### src/hw/rtl/rtpb_pkg.sv
// Shared types, codes and default sizes for the real-time priority bank core selector.
package rtpb_pkg;

    localparam int NUM_CORES_DEF   = 8;
    localparam int BANK_WIDTH_DEF  = 16;
    localparam int PRIO_LEVELS_DEF = 100;

    localparam int FUNC_W     = 2;
    localparam int CORE_W     = 3;
    localparam int PRIO_W     = 7;
    localparam int MASK_W     = 8;
    localparam int SCORE_W    = 17;
    localparam int STATUS_W   = 2;
    localparam int CFG_IDX_W  = 2;
    localparam int CFG_DATA_W = 8;

    localparam logic [FUNC_W-1:0] FUNC_ADD    = 2'd0;
    localparam logic [FUNC_W-1:0] FUNC_REMOVE = 2'd1;
    localparam logic [FUNC_W-1:0] FUNC_SELECT = 2'd2;

    localparam logic [STATUS_W-1:0] STAT_OK       = 2'd0;
    localparam logic [STATUS_W-1:0] STAT_FALLBACK = 2'd1;
    localparam logic [STATUS_W-1:0] STAT_EMPTY    = 2'd2;
    localparam logic [STATUS_W-1:0] STAT_SAT      = 2'd3;

    localparam logic [CFG_IDX_W-1:0] CFG_ACTIVE_CORES = 2'd0;
    localparam logic [CFG_IDX_W-1:0] CFG_FAST_CORES   = 2'd1;
    localparam logic [CFG_IDX_W-1:0] CFG_ASYM_ENABLE  = 2'd2;

    typedef enum logic [2:0] {
        CS_IDLE,
        CS_DECODE,
        CS_MODIFY,
        CS_SCAN,
        CS_DRAIN,
        CS_RESULT
    } ctrl_state_t;

    typedef struct packed {
        logic load;
        logic rd_core;
        logic upd;
        logic set_direct;
        logic scan_step;
        logic emit;
    } ctrl_cmd_t;

    typedef struct packed {
        logic is_select;
        logic direct;
        logic scan_last;
        logic out_free;
    } dp_stat_t;

endpackage

### src/hw/rtl/rtpb_ctrl.sv
// Controller state machine sequencing bank updates and the selection scan.
module rtpb_ctrl (
    input  logic                aclk,
    input  logic                aresetn,
    input  logic                s_valid,
    output logic                s_ready,
    input  rtpb_pkg::dp_stat_t  stat,
    output rtpb_pkg::ctrl_cmd_t cmd
);
    import rtpb_pkg::*;

    ctrl_state_t state_reg;
    ctrl_state_t state_next;

    always_ff @(posedge aclk) begin
        if (!aresetn) begin
            state_reg <= CS_IDLE;
        end else begin
            state_reg <= state_next;
        end
    end

    always_comb begin
        state_next = state_reg;
        cmd        = '0;
        s_ready    = 1'b0;
        unique case (state_reg)
            CS_IDLE: begin
                s_ready = 1'b1;
                if (s_valid) begin
                    cmd.load   = 1'b1;
                    state_next = CS_DECODE;
                end
            end
            CS_DECODE: begin
                if (stat.direct) begin
                    cmd.set_direct = 1'b1;
                    state_next     = CS_RESULT;
                end else if (stat.is_select) begin
                    state_next = CS_SCAN;
                end else begin
                    cmd.rd_core = 1'b1;
                    state_next  = CS_MODIFY;
                end
            end
            CS_MODIFY: begin
                cmd.upd    = 1'b1;
                state_next = CS_RESULT;
            end
            CS_SCAN: begin
                cmd.scan_step = 1'b1;
                if (stat.scan_last) begin
                    state_next = CS_DRAIN;
                end
            end
            CS_DRAIN: begin
                state_next = CS_RESULT;
            end
            CS_RESULT: begin
                if (stat.out_free) begin
                    cmd.emit   = 1'b1;
                    state_next = CS_IDLE;
                end
            end
            default: begin
                state_next = CS_IDLE;
            end
        endcase
    end

endmodule

### src/hw/rtl/rtpb_dp.sv
// Datapath: configuration registers, bank memory, saturating update, scan compare, output register.
module rtpb_dp #(
    parameter int NUM_CORES   = rtpb_pkg::NUM_CORES_DEF,
    parameter int BANK_WIDTH  = rtpb_pkg::BANK_WIDTH_DEF,
    parameter int PRIO_LEVELS = rtpb_pkg::PRIO_LEVELS_DEF
) (
    input  logic                            aclk,
    input  logic                            aresetn,
    input  rtpb_pkg::ctrl_cmd_t             cmd,
    output rtpb_pkg::dp_stat_t              stat,
    input  logic [rtpb_pkg::FUNC_W-1:0]     s_func,
    input  logic [rtpb_pkg::CORE_W-1:0]     s_core,
    input  logic [rtpb_pkg::PRIO_W-1:0]     s_task_prio,
    input  logic [rtpb_pkg::MASK_W-1:0]     s_allowed_cores,
    input  logic [rtpb_pkg::CORE_W-1:0]     s_prev_core,
    input  logic                            s_task_queued,
    output logic                            m_valid,
    input  logic                            m_ready,
    output logic [rtpb_pkg::CORE_W-1:0]     m_chosen_core,
    output logic [rtpb_pkg::SCORE_W-1:0]    m_score,
    output logic [rtpb_pkg::STATUS_W-1:0]   m_status,
    input  logic                            cfg_we,
    input  logic [rtpb_pkg::CFG_IDX_W-1:0]  cfg_index,
    input  logic [rtpb_pkg::CFG_DATA_W-1:0] cfg_wdata
);
    import rtpb_pkg::*;

    localparam int MASK_CORES = (NUM_CORES < MASK_W) ? NUM_CORES : MASK_W;
    localparam int IDX_W      = $clog2(NUM_CORES);
    localparam int SIDX_W     = $clog2(MASK_CORES);
    localparam int WT_W       = $clog2(PRIO_LEVELS + 1);
    localparam int BW1        = BANK_WIDTH + 1;

    logic [MASK_CORES-1:0] active_reg;
    logic [MASK_CORES-1:0] fast_reg;
    logic                  asym_reg;

    always_ff @(posedge aclk) begin
        if (!aresetn) begin
            active_reg <= '1;
            fast_reg   <= '1;
            asym_reg   <= 1'b0;
        end else if (cfg_we) begin
            case (cfg_index)
                CFG_ACTIVE_CORES: active_reg <= cfg_wdata[MASK_CORES-1:0];
                CFG_FAST_CORES:   fast_reg   <= cfg_wdata[MASK_CORES-1:0];
                CFG_ASYM_ENABLE:  asym_reg   <= cfg_wdata[0];
                default: ;
            endcase
        end
    end

    // transaction capture
    logic [8:0]            prio_ext;
    logic [8:0]            levels_ext;
    logic [8:0]            weight9;
    logic [MASK_CORES-1:0] allow_in;
    logic [MASK_CORES-1:0] cand_in;
    logic [MASK_CORES-1:0] cand_fast;
    logic [CORE_W-1:0]     first_in;

    assign prio_ext   = 9'(s_task_prio);
    assign levels_ext = 9'(PRIO_LEVELS);
    assign weight9    = (prio_ext >= levels_ext) ? 9'd0 : (levels_ext - prio_ext);
    assign allow_in   = s_allowed_cores[MASK_CORES-1:0];
    assign cand_in    = allow_in & active_reg;
    assign cand_fast  = cand_in & fast_reg;

    always_comb begin
        first_in = '0;
        for (int i = MASK_CORES - 1; i >= 0; i--) begin
            if (allow_in[i]) begin
                first_in = CORE_W'(i);
            end
        end
    end

    logic [FUNC_W-1:0]     func_reg;
    logic [CORE_W-1:0]     core_reg;
    logic [WT_W-1:0]       weight_reg;
    logic [CORE_W-1:0]     prev_reg;
    logic                  queued_reg;
    logic [MASK_CORES-1:0] cand_reg;
    logic                  allow_zero_reg;
    logic                  cand_zero_reg;
    logic [CORE_W-1:0]     first_reg;
    logic                  oob_reg;

    always_ff @(posedge aclk) begin
        if (cmd.load) begin
            func_reg       <= s_func;
            core_reg       <= s_core;
            weight_reg     <= WT_W'(weight9);
            prev_reg       <= s_prev_core;
            queued_reg     <= s_task_queued;
            cand_reg       <= (asym_reg && (cand_fast != '0)) ? cand_fast : cand_in;
            allow_zero_reg <= (allow_in == '0);
            cand_zero_reg  <= (cand_in == '0);
            first_reg      <= first_in;
            oob_reg        <= (32'(s_core) >= NUM_CORES);
        end
    end

    // bank memory with per-entry valid bits; an entry never written reads as zero
    logic [BANK_WIDTH-1:0] bank_mem [NUM_CORES];
    logic [NUM_CORES-1:0]  bank_vld_reg;
    logic [BANK_WIDTH-1:0] rd_data_reg;
    logic [SIDX_W-1:0]     scan_idx_reg;
    logic [SIDX_W-1:0]     cmp_idx_reg;
    logic                  cmp_vld_reg;
    logic [IDX_W-1:0]      core_idx;
    logic [IDX_W-1:0]      rd_addr;
    logic                  rd_en;

    assign core_idx = IDX_W'(core_reg);
    assign rd_addr  = cmd.rd_core ? core_idx : IDX_W'(scan_idx_reg);
    assign rd_en    = cmd.rd_core | cmd.scan_step;

    logic [BW1-1:0]        wt_ext;
    logic [BW1-1:0]        sum_ext;
    logic [BW1-1:0]        diff_ext;
    logic                  add_sat;
    logic                  rem_sat;
    logic                  mod_sat;
    logic [BANK_WIDTH-1:0] bank_new;

    assign wt_ext   = BW1'(weight_reg);
    assign sum_ext  = {1'b0, rd_data_reg} + wt_ext;
    assign diff_ext = {1'b0, rd_data_reg} - wt_ext;
    assign add_sat  = sum_ext[BANK_WIDTH];
    assign rem_sat  = ({1'b0, rd_data_reg} < wt_ext);
    assign mod_sat  = (func_reg == FUNC_ADD) ? add_sat : rem_sat;

    always_comb begin
        if (func_reg == FUNC_ADD) begin
            bank_new = add_sat ? '1 : sum_ext[BANK_WIDTH-1:0];
        end else begin
            bank_new = rem_sat ? '0 : diff_ext[BANK_WIDTH-1:0];
        end
    end

    always_ff @(posedge aclk) begin
        if (cmd.upd) begin
            bank_mem[core_idx] <= bank_new;
        end
        if (rd_en) begin
            rd_data_reg <= bank_vld_reg[rd_addr] ? bank_mem[rd_addr] : '0;
        end
    end

    always_ff @(posedge aclk) begin
        if (!aresetn) begin
            bank_vld_reg <= '0;
        end else if (cmd.upd) begin
            bank_vld_reg[core_idx] <= 1'b1;
        end
    end

    always_ff @(posedge aclk) begin
        if (!aresetn) begin
            scan_idx_reg <= '0;
            cmp_vld_reg  <= 1'b0;
            cmp_idx_reg  <= '0;
        end else begin
            cmp_vld_reg <= cmd.scan_step;
            cmp_idx_reg <= scan_idx_reg;
            if (cmd.load) begin
                scan_idx_reg <= '0;
            end else if (cmd.scan_step) begin
                scan_idx_reg <= scan_idx_reg + SIDX_W'(1);
            end
        end
    end

    // result registers, also the running best of the scan
    logic [CORE_W-1:0]   res_core_reg;
    logic [BW1-1:0]      res_score_reg;
    logic [STATUS_W-1:0] res_status_reg;
    logic                found_reg;
    logic                skip_wt;
    logic [BW1-1:0]      scan_score;
    logic                take;
    logic                direct;
    logic [CORE_W-1:0]   dir_core;
    logic [STATUS_W-1:0] dir_status;

    assign skip_wt    = queued_reg && (prev_reg == CORE_W'(cmp_idx_reg));
    assign scan_score = {1'b0, rd_data_reg} + (skip_wt ? '0 : wt_ext);
    assign take       = cmp_vld_reg && cand_reg[cmp_idx_reg]
                        && (!found_reg || (scan_score < res_score_reg));

    always_comb begin
        direct     = 1'b1;
        dir_core   = '0;
        dir_status = STAT_OK;
        unique case (func_reg) inside
            FUNC_ADD, FUNC_REMOVE: begin
                direct   = oob_reg;
                dir_core = core_reg;
            end
            FUNC_SELECT: begin
                direct = allow_zero_reg | cand_zero_reg;
                if (allow_zero_reg) begin
                    dir_status = STAT_EMPTY;
                end else begin
                    dir_core   = first_reg;
                    dir_status = STAT_FALLBACK;
                end
            end
            default: ;
        endcase
    end

    always_ff @(posedge aclk) begin
        if (cmd.load) begin
            found_reg      <= 1'b0;
            res_status_reg <= STAT_OK;
        end else if (cmd.set_direct) begin
            res_core_reg   <= dir_core;
            res_score_reg  <= '0;
            res_status_reg <= dir_status;
        end else if (cmd.upd) begin
            res_core_reg   <= core_reg;
            res_score_reg  <= {1'b0, bank_new};
            res_status_reg <= mod_sat ? STAT_SAT : STAT_OK;
        end else if (take) begin
            found_reg     <= 1'b1;
            res_core_reg  <= CORE_W'(cmp_idx_reg);
            res_score_reg <= scan_score;
        end
    end

    // output register
    logic                m_valid_reg;
    logic [CORE_W-1:0]   m_core_reg;
    logic [SCORE_W-1:0]  m_score_reg;
    logic [STATUS_W-1:0] m_status_reg;

    always_ff @(posedge aclk) begin
        if (!aresetn) begin
            m_valid_reg <= 1'b0;
        end else if (cmd.emit) begin
            m_valid_reg <= 1'b1;
        end else if (m_ready) begin
            m_valid_reg <= 1'b0;
        end
    end

    always_ff @(posedge aclk) begin
        if (cmd.emit) begin
            m_core_reg   <= res_core_reg;
            m_score_reg  <= SCORE_W'(res_score_reg);
            m_status_reg <= res_status_reg;
        end
    end

    assign m_valid       = m_valid_reg;
    assign m_chosen_core = m_core_reg;
    assign m_score       = m_score_reg;
    assign m_status      = m_status_reg;

    assign stat.is_select = (func_reg == FUNC_SELECT);
    assign stat.direct    = direct;
    assign stat.scan_last = (scan_idx_reg == SIDX_W'(MASK_CORES - 1));
    assign stat.out_free  = !m_valid_reg || m_ready;

endmodule

### src/hw/rtl/rt_priority_bank_core_selector_top.sv
// Top level of the real-time priority bank and least-loaded core selector.
// Each transaction produces exactly one result. An add or remove is sequenced as decode and
// bank read, saturating update and write back, then result; a select that scans reads the
// banks of the maskable cores in turn and then yields its result; a transaction answered
// without the banks (core out of range, empty or inactive allowed set, unused function)
// goes from decode straight to the result. The controller returns to idle before the next
// accept. The scan reads one bank per cycle through the single read port of the bank memory.
// A new transaction is accepted as soon as the previous result sits in the output register,
// even while that result still waits on m_ready. Configuration registers take effect for
// transactions accepted after the write.
module rt_priority_bank_core_selector_top #(
    parameter int NUM_CORES   = rtpb_pkg::NUM_CORES_DEF,
    parameter int BANK_WIDTH  = rtpb_pkg::BANK_WIDTH_DEF,
    parameter int PRIO_LEVELS = rtpb_pkg::PRIO_LEVELS_DEF
) (
    input  logic                            aclk,
    input  logic                            aresetn,
    input  logic                            s_valid,
    output logic                            s_ready,
    input  logic [rtpb_pkg::FUNC_W-1:0]     s_func,
    input  logic [rtpb_pkg::CORE_W-1:0]     s_core,
    input  logic [rtpb_pkg::PRIO_W-1:0]     s_task_prio,
    input  logic [rtpb_pkg::MASK_W-1:0]     s_allowed_cores,
    input  logic [rtpb_pkg::CORE_W-1:0]     s_prev_core,
    input  logic                            s_task_queued,
    output logic                            m_valid,
    input  logic                            m_ready,
    output logic [rtpb_pkg::CORE_W-1:0]     m_chosen_core,
    output logic [rtpb_pkg::SCORE_W-1:0]    m_score,
    output logic [rtpb_pkg::STATUS_W-1:0]   m_status,
    input  logic                            cfg_we,
    input  logic [rtpb_pkg::CFG_IDX_W-1:0]  cfg_index,
    input  logic [rtpb_pkg::CFG_DATA_W-1:0] cfg_wdata
);
    import rtpb_pkg::*;

    ctrl_cmd_t cmd;
    dp_stat_t  stat;

    rtpb_ctrl u_ctrl (
        .aclk    (aclk),
        .aresetn (aresetn),
        .s_valid (s_valid),
        .s_ready (s_ready),
        .stat    (stat),
        .cmd     (cmd)
    );

    rtpb_dp #(
        .NUM_CORES   (NUM_CORES),
        .BANK_WIDTH  (BANK_WIDTH),
        .PRIO_LEVELS (PRIO_LEVELS)
    ) u_dp (
        .aclk            (aclk),
        .aresetn         (aresetn),
        .cmd             (cmd),
        .stat            (stat),
        .s_func          (s_func),
        .s_core          (s_core),
        .s_task_prio     (s_task_prio),
        .s_allowed_cores (s_allowed_cores),
        .s_prev_core     (s_prev_core),
        .s_task_queued   (s_task_queued),
        .m_valid         (m_valid),
        .m_ready         (m_ready),
        .m_chosen_core   (m_chosen_core),
        .m_score         (m_score),
        .m_status        (m_status),
        .cfg_we          (cfg_we),
        .cfg_index       (cfg_index),
        .cfg_wdata       (cfg_wdata)
    );

endmodule

### config.mk
export PLATFORM = sky130hd
export DESIGN_NAME = rt_priority_bank_core_selector_top
export DESIGN_NICKNAME = d
export VERILOG_FILES = /design/src/hw/rtl/rtpb_pkg.sv /design/src/hw/rtl/rtpb_ctrl.sv /design/src/hw/rtl/rtpb_dp.sv /design/src/hw/rtl/rt_priority_bank_core_selector_top.sv
export SDC_FILE = /design/constraint.sdc
export NUM_CORES = 1
export LEC_CHECK = 0
export ABC_AREA = 1
export BUFFER_PORTS_ARGS = -buffer_cell sky130_fd_sc_hd__buf_2
export CORE_MARGIN = 2
export CORE_UTILIZATION = 62
export DETAILED_ROUTE_END_ITERATION = 8
export PLACE_DENSITY_LB_ADDON = 0.08
export SYNTH_ARGS = -nofsm -noshare
export SYNTH_HDL_FRONTEND = slang
export SYNTH_SLANG_ARGS = --single-unit
### constraint.sdc
create_clock -name aclk -period 5.65 [get_ports aclk]
set_input_delay 0.8475 -clock aclk [delete_from_list [all_inputs] [get_ports aclk]]
set_output_delay 0.8475 -clock aclk [all_outputs]
set_load 0.02 [all_outputs]
Yosys cells after proc, flatten, opt, wreduce, memory -nomap -nowiden
Memory sizes are Yosys's and may differ from the RTL's. A register that Yosys moved wholly into a read port is not among the register bits.
Index checks and enable logic that the tools add are counted.
Widths: inputs -> output; s select.

cells by class
  bitwise gates (word level) = 9
  add/sub/neg operators = 5
  muxes and demuxes = 55
  reductions and logical operators = 31
  order comparisons = 7
  equal/unequal tests = 14

operator list
  operator             count
  $mux 16              4
  $mux 3               13
  $mux 1               22
  $add 16x17->17       1
  $add 16x7->17        1
  $lt 17x17->1         1
  $mux 17              1
  $and 8x8->8          2
  $logic_not 8->1      2
  $lt 16x7->1          1
  $sub 16x7->16        1
  $pmux 3 s5           1
  $mux 2               7
  $lt 3x4->1 const B   3
  $reduce_or 2->1      5
  $eq 3x3->1 const B   3
  $mux 8               1
  $or 8x8->8           1
  $reduce_and 2->1     4
  $reduce_bool 8->1    1
  $ge 7x7->1 const B   1
  $mux 7               1
  $sub 7x7->7 const A  1
  $bmux 1 s3           2
  other kinds (22)     41

storage, ports and cells
  bits in writable memories = 128
  register bits after elaboration = 110
  memories kept = 1

memory list
  memory         words  width  rd ports  clocked after Yosys merged registers in  wr ports  RTL line        source
  u_dp.bank_mem  8      16     1         1                                        1         rtpb_dp.sv:105  logic [BANK_WIDTH-1:0] bank_mem [NUM_CORES];

Depth between registers and ports, before layout
  depth after elaboration = 10
  gate-level depth with buffers = 26
  gate-level depth less buffers = 26

Cells and area by module
A second synthesis with hierarchy kept.

unflattened totals
  cells, all modules = 1,392
  area total of the unflattened synthesis = 12,773.5 um2

modules (own cells, without submodules)
  module     cells each  times used  area each (um2)  seq. area each (um2)
  rtpb_dp    1,350       1           12,533.3         7,176.9
  rtpb_ctrl  42          1           240.2            60.1

Least setup slack after synthesis
No wires, ideal clock.

  path kind = reg2reg
  from = reg u_dp.cmp_idx_reg[1]
  to = reg u_dp.res_core_reg[0] (enable)
  data required time = 5.246 ns
  arrival time = 4.788 ns
  period minus slack after synthesis = 5.192 ns
  cell stages (with the launch flop) = 27
  slack = 0.458 ns
  cell sequence = dfxtp_1 -> inv_1 -> nand2_1 -> o21ai_0 -> a2111oi_1 -> nor2_1 -> ha_1 -> fa_1 -> nand2_1 -> inv_1 -> nand2_1 -> nand2_1 -> a21boi_0 -> o21ai_0 -> nand2_1 -> nand2_1 -> and2_1 -> ha_1 -> nand2_1 -> inv_1 -> o21ai_0 -> a21oi_1 -> nor2_1 -> nand3_1 -> nand2_1 -> nand2_1 -> a21oi_1

between the ends
  word-level cells in the longest chain between the ends = 9
  elaborated cells between the ends (all ways) = 12
  classes of those cells = add/sub: 1; order compare: 1; eq/ne: 1; mux: 3; reduce/logical: 6

ends and longest elaborated chain
  item                             RTL line        source
  start: declaration               rtpb_dp.sv:109  logic [SIDX_W-1:0] cmp_idx_reg;
  start signal: assignment         rtpb_dp.sv:166  cmp_idx_reg <= scan_idx_reg;
  $eq 3x3->1                       rtpb_dp.sv:187  assign skip_wt = queued_reg && (prev_reg == CORE_W'(cmp_idx_reg));
  $logic_and 1x1->1                rtpb_dp.sv:187
  $mux 7                           rtpb_dp.sv:188  assign scan_score = {1'b0, rd_data_reg} + (skip_wt ? '0 : wt_ext);
  $add 16x17->17                   rtpb_dp.sv:188
  $lt 17x17->1                     rtpb_dp.sv:190  && (!found_reg || (scan_score < res_score_reg));
  $logic_or 1x1->1                 rtpb_dp.sv:190
  $logic_and 1x1->1 (*)            rtpb_dp.sv:190
  $reduce_bool 3->1 (no line) (*)  --
  $reduce_and 2->1 (no line) (*)   --
  end signal: assignment           rtpb_dp.sv:219  res_core_reg <= dir_core;
  end signal: assignment           rtpb_dp.sv:223  res_core_reg <= core_reg;
  end signal: assignment           rtpb_dp.sv:228  res_core_reg <= CORE_W'(cmp_idx_reg);
  end: declaration                 rtpb_dp.sv:176  logic [CORE_W-1:0] res_core_reg;

Mark *: on every way between the ends. The rest lies on a longest branch, timed or not. The select of a mux whose other input is x is not followed.
A chain may end at the register's enable or synchronous reset.

Worst setup path after layout
  from = reg u_dp.cmp_idx_reg[1]
  to = reg u_dp.res_score_reg[12] (enable)

between the ends
  word-level cells in the longest chain between the ends = 9
  elaborated cells between the ends (all ways) = 12
  classes of those cells = add/sub: 1; order compare: 1; eq/ne: 1; mux: 3; reduce/logical: 6

ends and longest elaborated chain
  item                             RTL line        source
  $eq 3x3->1                       rtpb_dp.sv:187
  $logic_and 1x1->1                rtpb_dp.sv:187
  $mux 7                           rtpb_dp.sv:188
  $add 16x17->17                   rtpb_dp.sv:188
  $lt 17x17->1                     rtpb_dp.sv:190
  $logic_or 1x1->1                 rtpb_dp.sv:190
  $logic_and 1x1->1 (*)            rtpb_dp.sv:190
  $reduce_bool 3->1 (no line) (*)  --
  $reduce_and 2->1 (no line) (*)   --
  end signal: assignment           rtpb_dp.sv:224  res_score_reg <= {1'b0, bank_new};
  end signal: assignment           rtpb_dp.sv:229  res_score_reg <= scan_score;
  end: declaration                 rtpb_dp.sv:177  logic [BW1-1:0] res_score_reg;

Marked as above.

==> metrics <==
initial core utilization=0.632; Worst-Margin Slew=about 1300 ps; top-area cell type share of the netlist area=0.486; CTS buffer count=26; area of the multi-input gates=0.00473 mm2; RSZ-0062 raised after global routing=false; clock share of power=0.317; GRT overflow=0; CTS Hold Bufs=0; gate count after technology mapping=about 1600; row cnt=53; max FFs per register=128; most common cell after layout, fill and taps aside=nand2_1; Worst Setup Start Kind=register; slowest CP cell=fa_1; EDFF count, synth=215; synth top area cells=edfxtp_1 49%, nand2_1 14%, inv_1 7.9%; post-CTS sizing=0; clock root buffer=clkbuf_16; first-pass GRT wire length=49500 um; most frequent cells in the layout=480 x nand2_1, 281 x inv_1, 215 x edfxtp_1, 174 x nand3_1, 104 x nor2_1; Worst Skew=around 13 ps; Avg Inst Size Synth=8.48 um2; crit path kind=reg -> reg; Max Fanout on Critical Path=20; setup tns final=0 ps; Post-DP Area=0.0139 mm2; ratio of cells with drive above 1 in the final layout=0.0899; Mapped Nets=between 1500 and 2000; residual antenna-violating net count after detailed routing=0; DP Wirelength=about 22000 um; Final period util=0.831; FFs w/ async S/R, synth=0; Final Hold Viols=0; IO Pins=63; post-synth cell types=40; vias in the first global route=9595; slowest stage delay, CP=400 ps; # H-tree levels=1; Crit Reg-Reg Startpoint=u_dp.cmp_idx_reg[1]$_SDFF_PN0_; routed via count=10400; Avg WL per Cell=16.4 um; fin nets=~1700; Max Clock Freq=213 MHz; fillcell total=1637; cell area after technology mapping=0.0133 mm2; Post-synth top flop=edfxtp_1; Reg area=0.00724 mm2; VDD IR max=0.277 mV; Net Switching=about 0.0016 W; CTS tree=built; Synth-to-Final Area Change=10.9%; Worst Path Arrival=4910 ps; drt total wl=31700 um; full die area=about 0.023 mm2; Synth Register Bits=254; PwrDens=355 mW/mm2; Max-Cap Viols=0; Chip Height=150 um; Ant. Diodes=0; clock-pin slew on the worst setup and hold paths=~60 ps; Min-Delay Path Class=reg -> reg; Overall Global Routing Usage=0.284; CTS Buffer Depth=3; TritonCTS Sinks=254; Power Internal=0.00361 W; Critical Path RT=5860 ps; initial antenna violation count=0; Slew HR=0.118; Setup crit start=u_dp.cmp_idx_reg[1]$_SDFF_PN0_; Synth warnings=0; Synth area leader=edfxtp_1; Skew-Pair Late Insertion Delay=around 530 ps; Seq/Total Area, Yosys=0.545; routability cong.=slightly below 1; Tmin final=between 4000 and 5000 ps; final setup violation count=0; most used cell, CP=nand2_1; outcome=finished clean; setup bufs post-CTS=0; drt pass-1 iters=5; Vias per Instance=5.38; Die Wd=~150 um; min-delay src=u_dp.res_core_reg[1]$_DFFE_PP_; largest net degree at the start of global routing=53; initial DRC count=945; PortBufs=between 60 and 70; detailed-route DRC error count=0; type of destination of the critical path=register; core area=0.0210 mm2; static leakage=~7 nW; max-slew violations=0; final instance area=0.0147 mm2; Flop pwr share=0.450; Sw Ratio=0.311; Gate power share=0.233
-- worst paths after layout --
check             cells past startpoint                                    to  slack, ps
setup reg to reg                     28  u_dp.res_score_reg[12]$_SDFFCE_PP0P_        950
hold reg to reg                       0       u_dp.m_chosen_core[1]$_DFFE_PP_        430
hold / removal                        0       u_dp.m_chosen_core[1]$_DFFE_PP_        430
setup / recovery                     28  u_dp.res_score_reg[12]$_SDFFCE_PP0P_        950
-- critical path, delay by kind of cell, from the launching register on --
kind                       cells  cell delay, ps
AOI/OAI and AO/OA              7            1360
and+or+nand+nor               13            1050
adders and majority gates      3             880
buffers and inverters          5             690
DFF                            1             370
-- per-stage QoR --
stage	setup slack (ps)	util	hold slack, ps	power [W]	std cells
after floorplan	458	-	400	0.00321	1567
after global placement	1100	0.662	412	0.00356	1885
after detailed placement	1020	0.662	417	0.00359	1885
after CTS	988	0.701	436	0.00524	1933
after global routing	475	0.701	438	0.00548	1933
final	954	0.701	432	0.00524	1933
-- power groups by stage --
stage,Sequential [W],Clock [W],Combinational [W]
after floorplan,0.00236,0,0.000852
after global placement,0.00239,0,0.00118
after detailed placement,0.00239,0,0.00120
after CTS,0.00235,0.00168,0.00121
after global routing,0.00236,0.00175,0.00136
final,0.00235,0.00166,0.00122
-- per-layer routing --
layer	GRT usage	vias up	wire length, um
met4	0.0783	0	719
li1	-	5150	-
met5	0	-	0
met1	0.391	4816	13400
met3	0.0306	52	2130
met2	0.483	376	15500
-- kinds of logic (layout without fill, tap and decap cells) --
kind of cell               after synthesis  count (layout)  synth area share
buffers and inverters                  337             428             0.100
AOI/OAI and AO/OA                      109             109            0.0464
xor gates and xnor gates                21              21            0.0138
adders and majority gates               43              43            0.0422
and+or+nand+nor                        803             803             0.253
DFF                                    254             254             0.545
-- synth_stat cells, types with 3 or more instances --
library cell / count
a21o_1: 4
a21oi_1: 43
and2_1: 4
buf_2: 11
buf_4: 4
buf_6: 5
clkbuf_1: 21
dfxtp_1: 39
edfxtp_1: 215
fa_1: 3
ha_1: 40
inv_1: 281
inv_2: 13
nand2_1: 480
nand2_2: 3
nand3_1: 174
nand3b_1: 3
nand4_1: 11
nor2_1: 105
nor3_1: 11
nor4_1: 3
o211ai_1: 7
o21ai_0: 41
o21ai_2: 3
o22ai_1: 3
or2_2: 4
xor2_1: 19
-- final cells by class --
class                           instances  area share
Clock inverter                          5     0.00612
Inverter                              295      0.0752
Timing Repair Buffer                   85      0.0328
Tap cell                              275      0.0234
Sequential cell                       254       0.491
Multi-Input combinational cell        976       0.321
Clock buffer                           43      0.0499
Note: power is estimated with default switching activity, not from simulation.
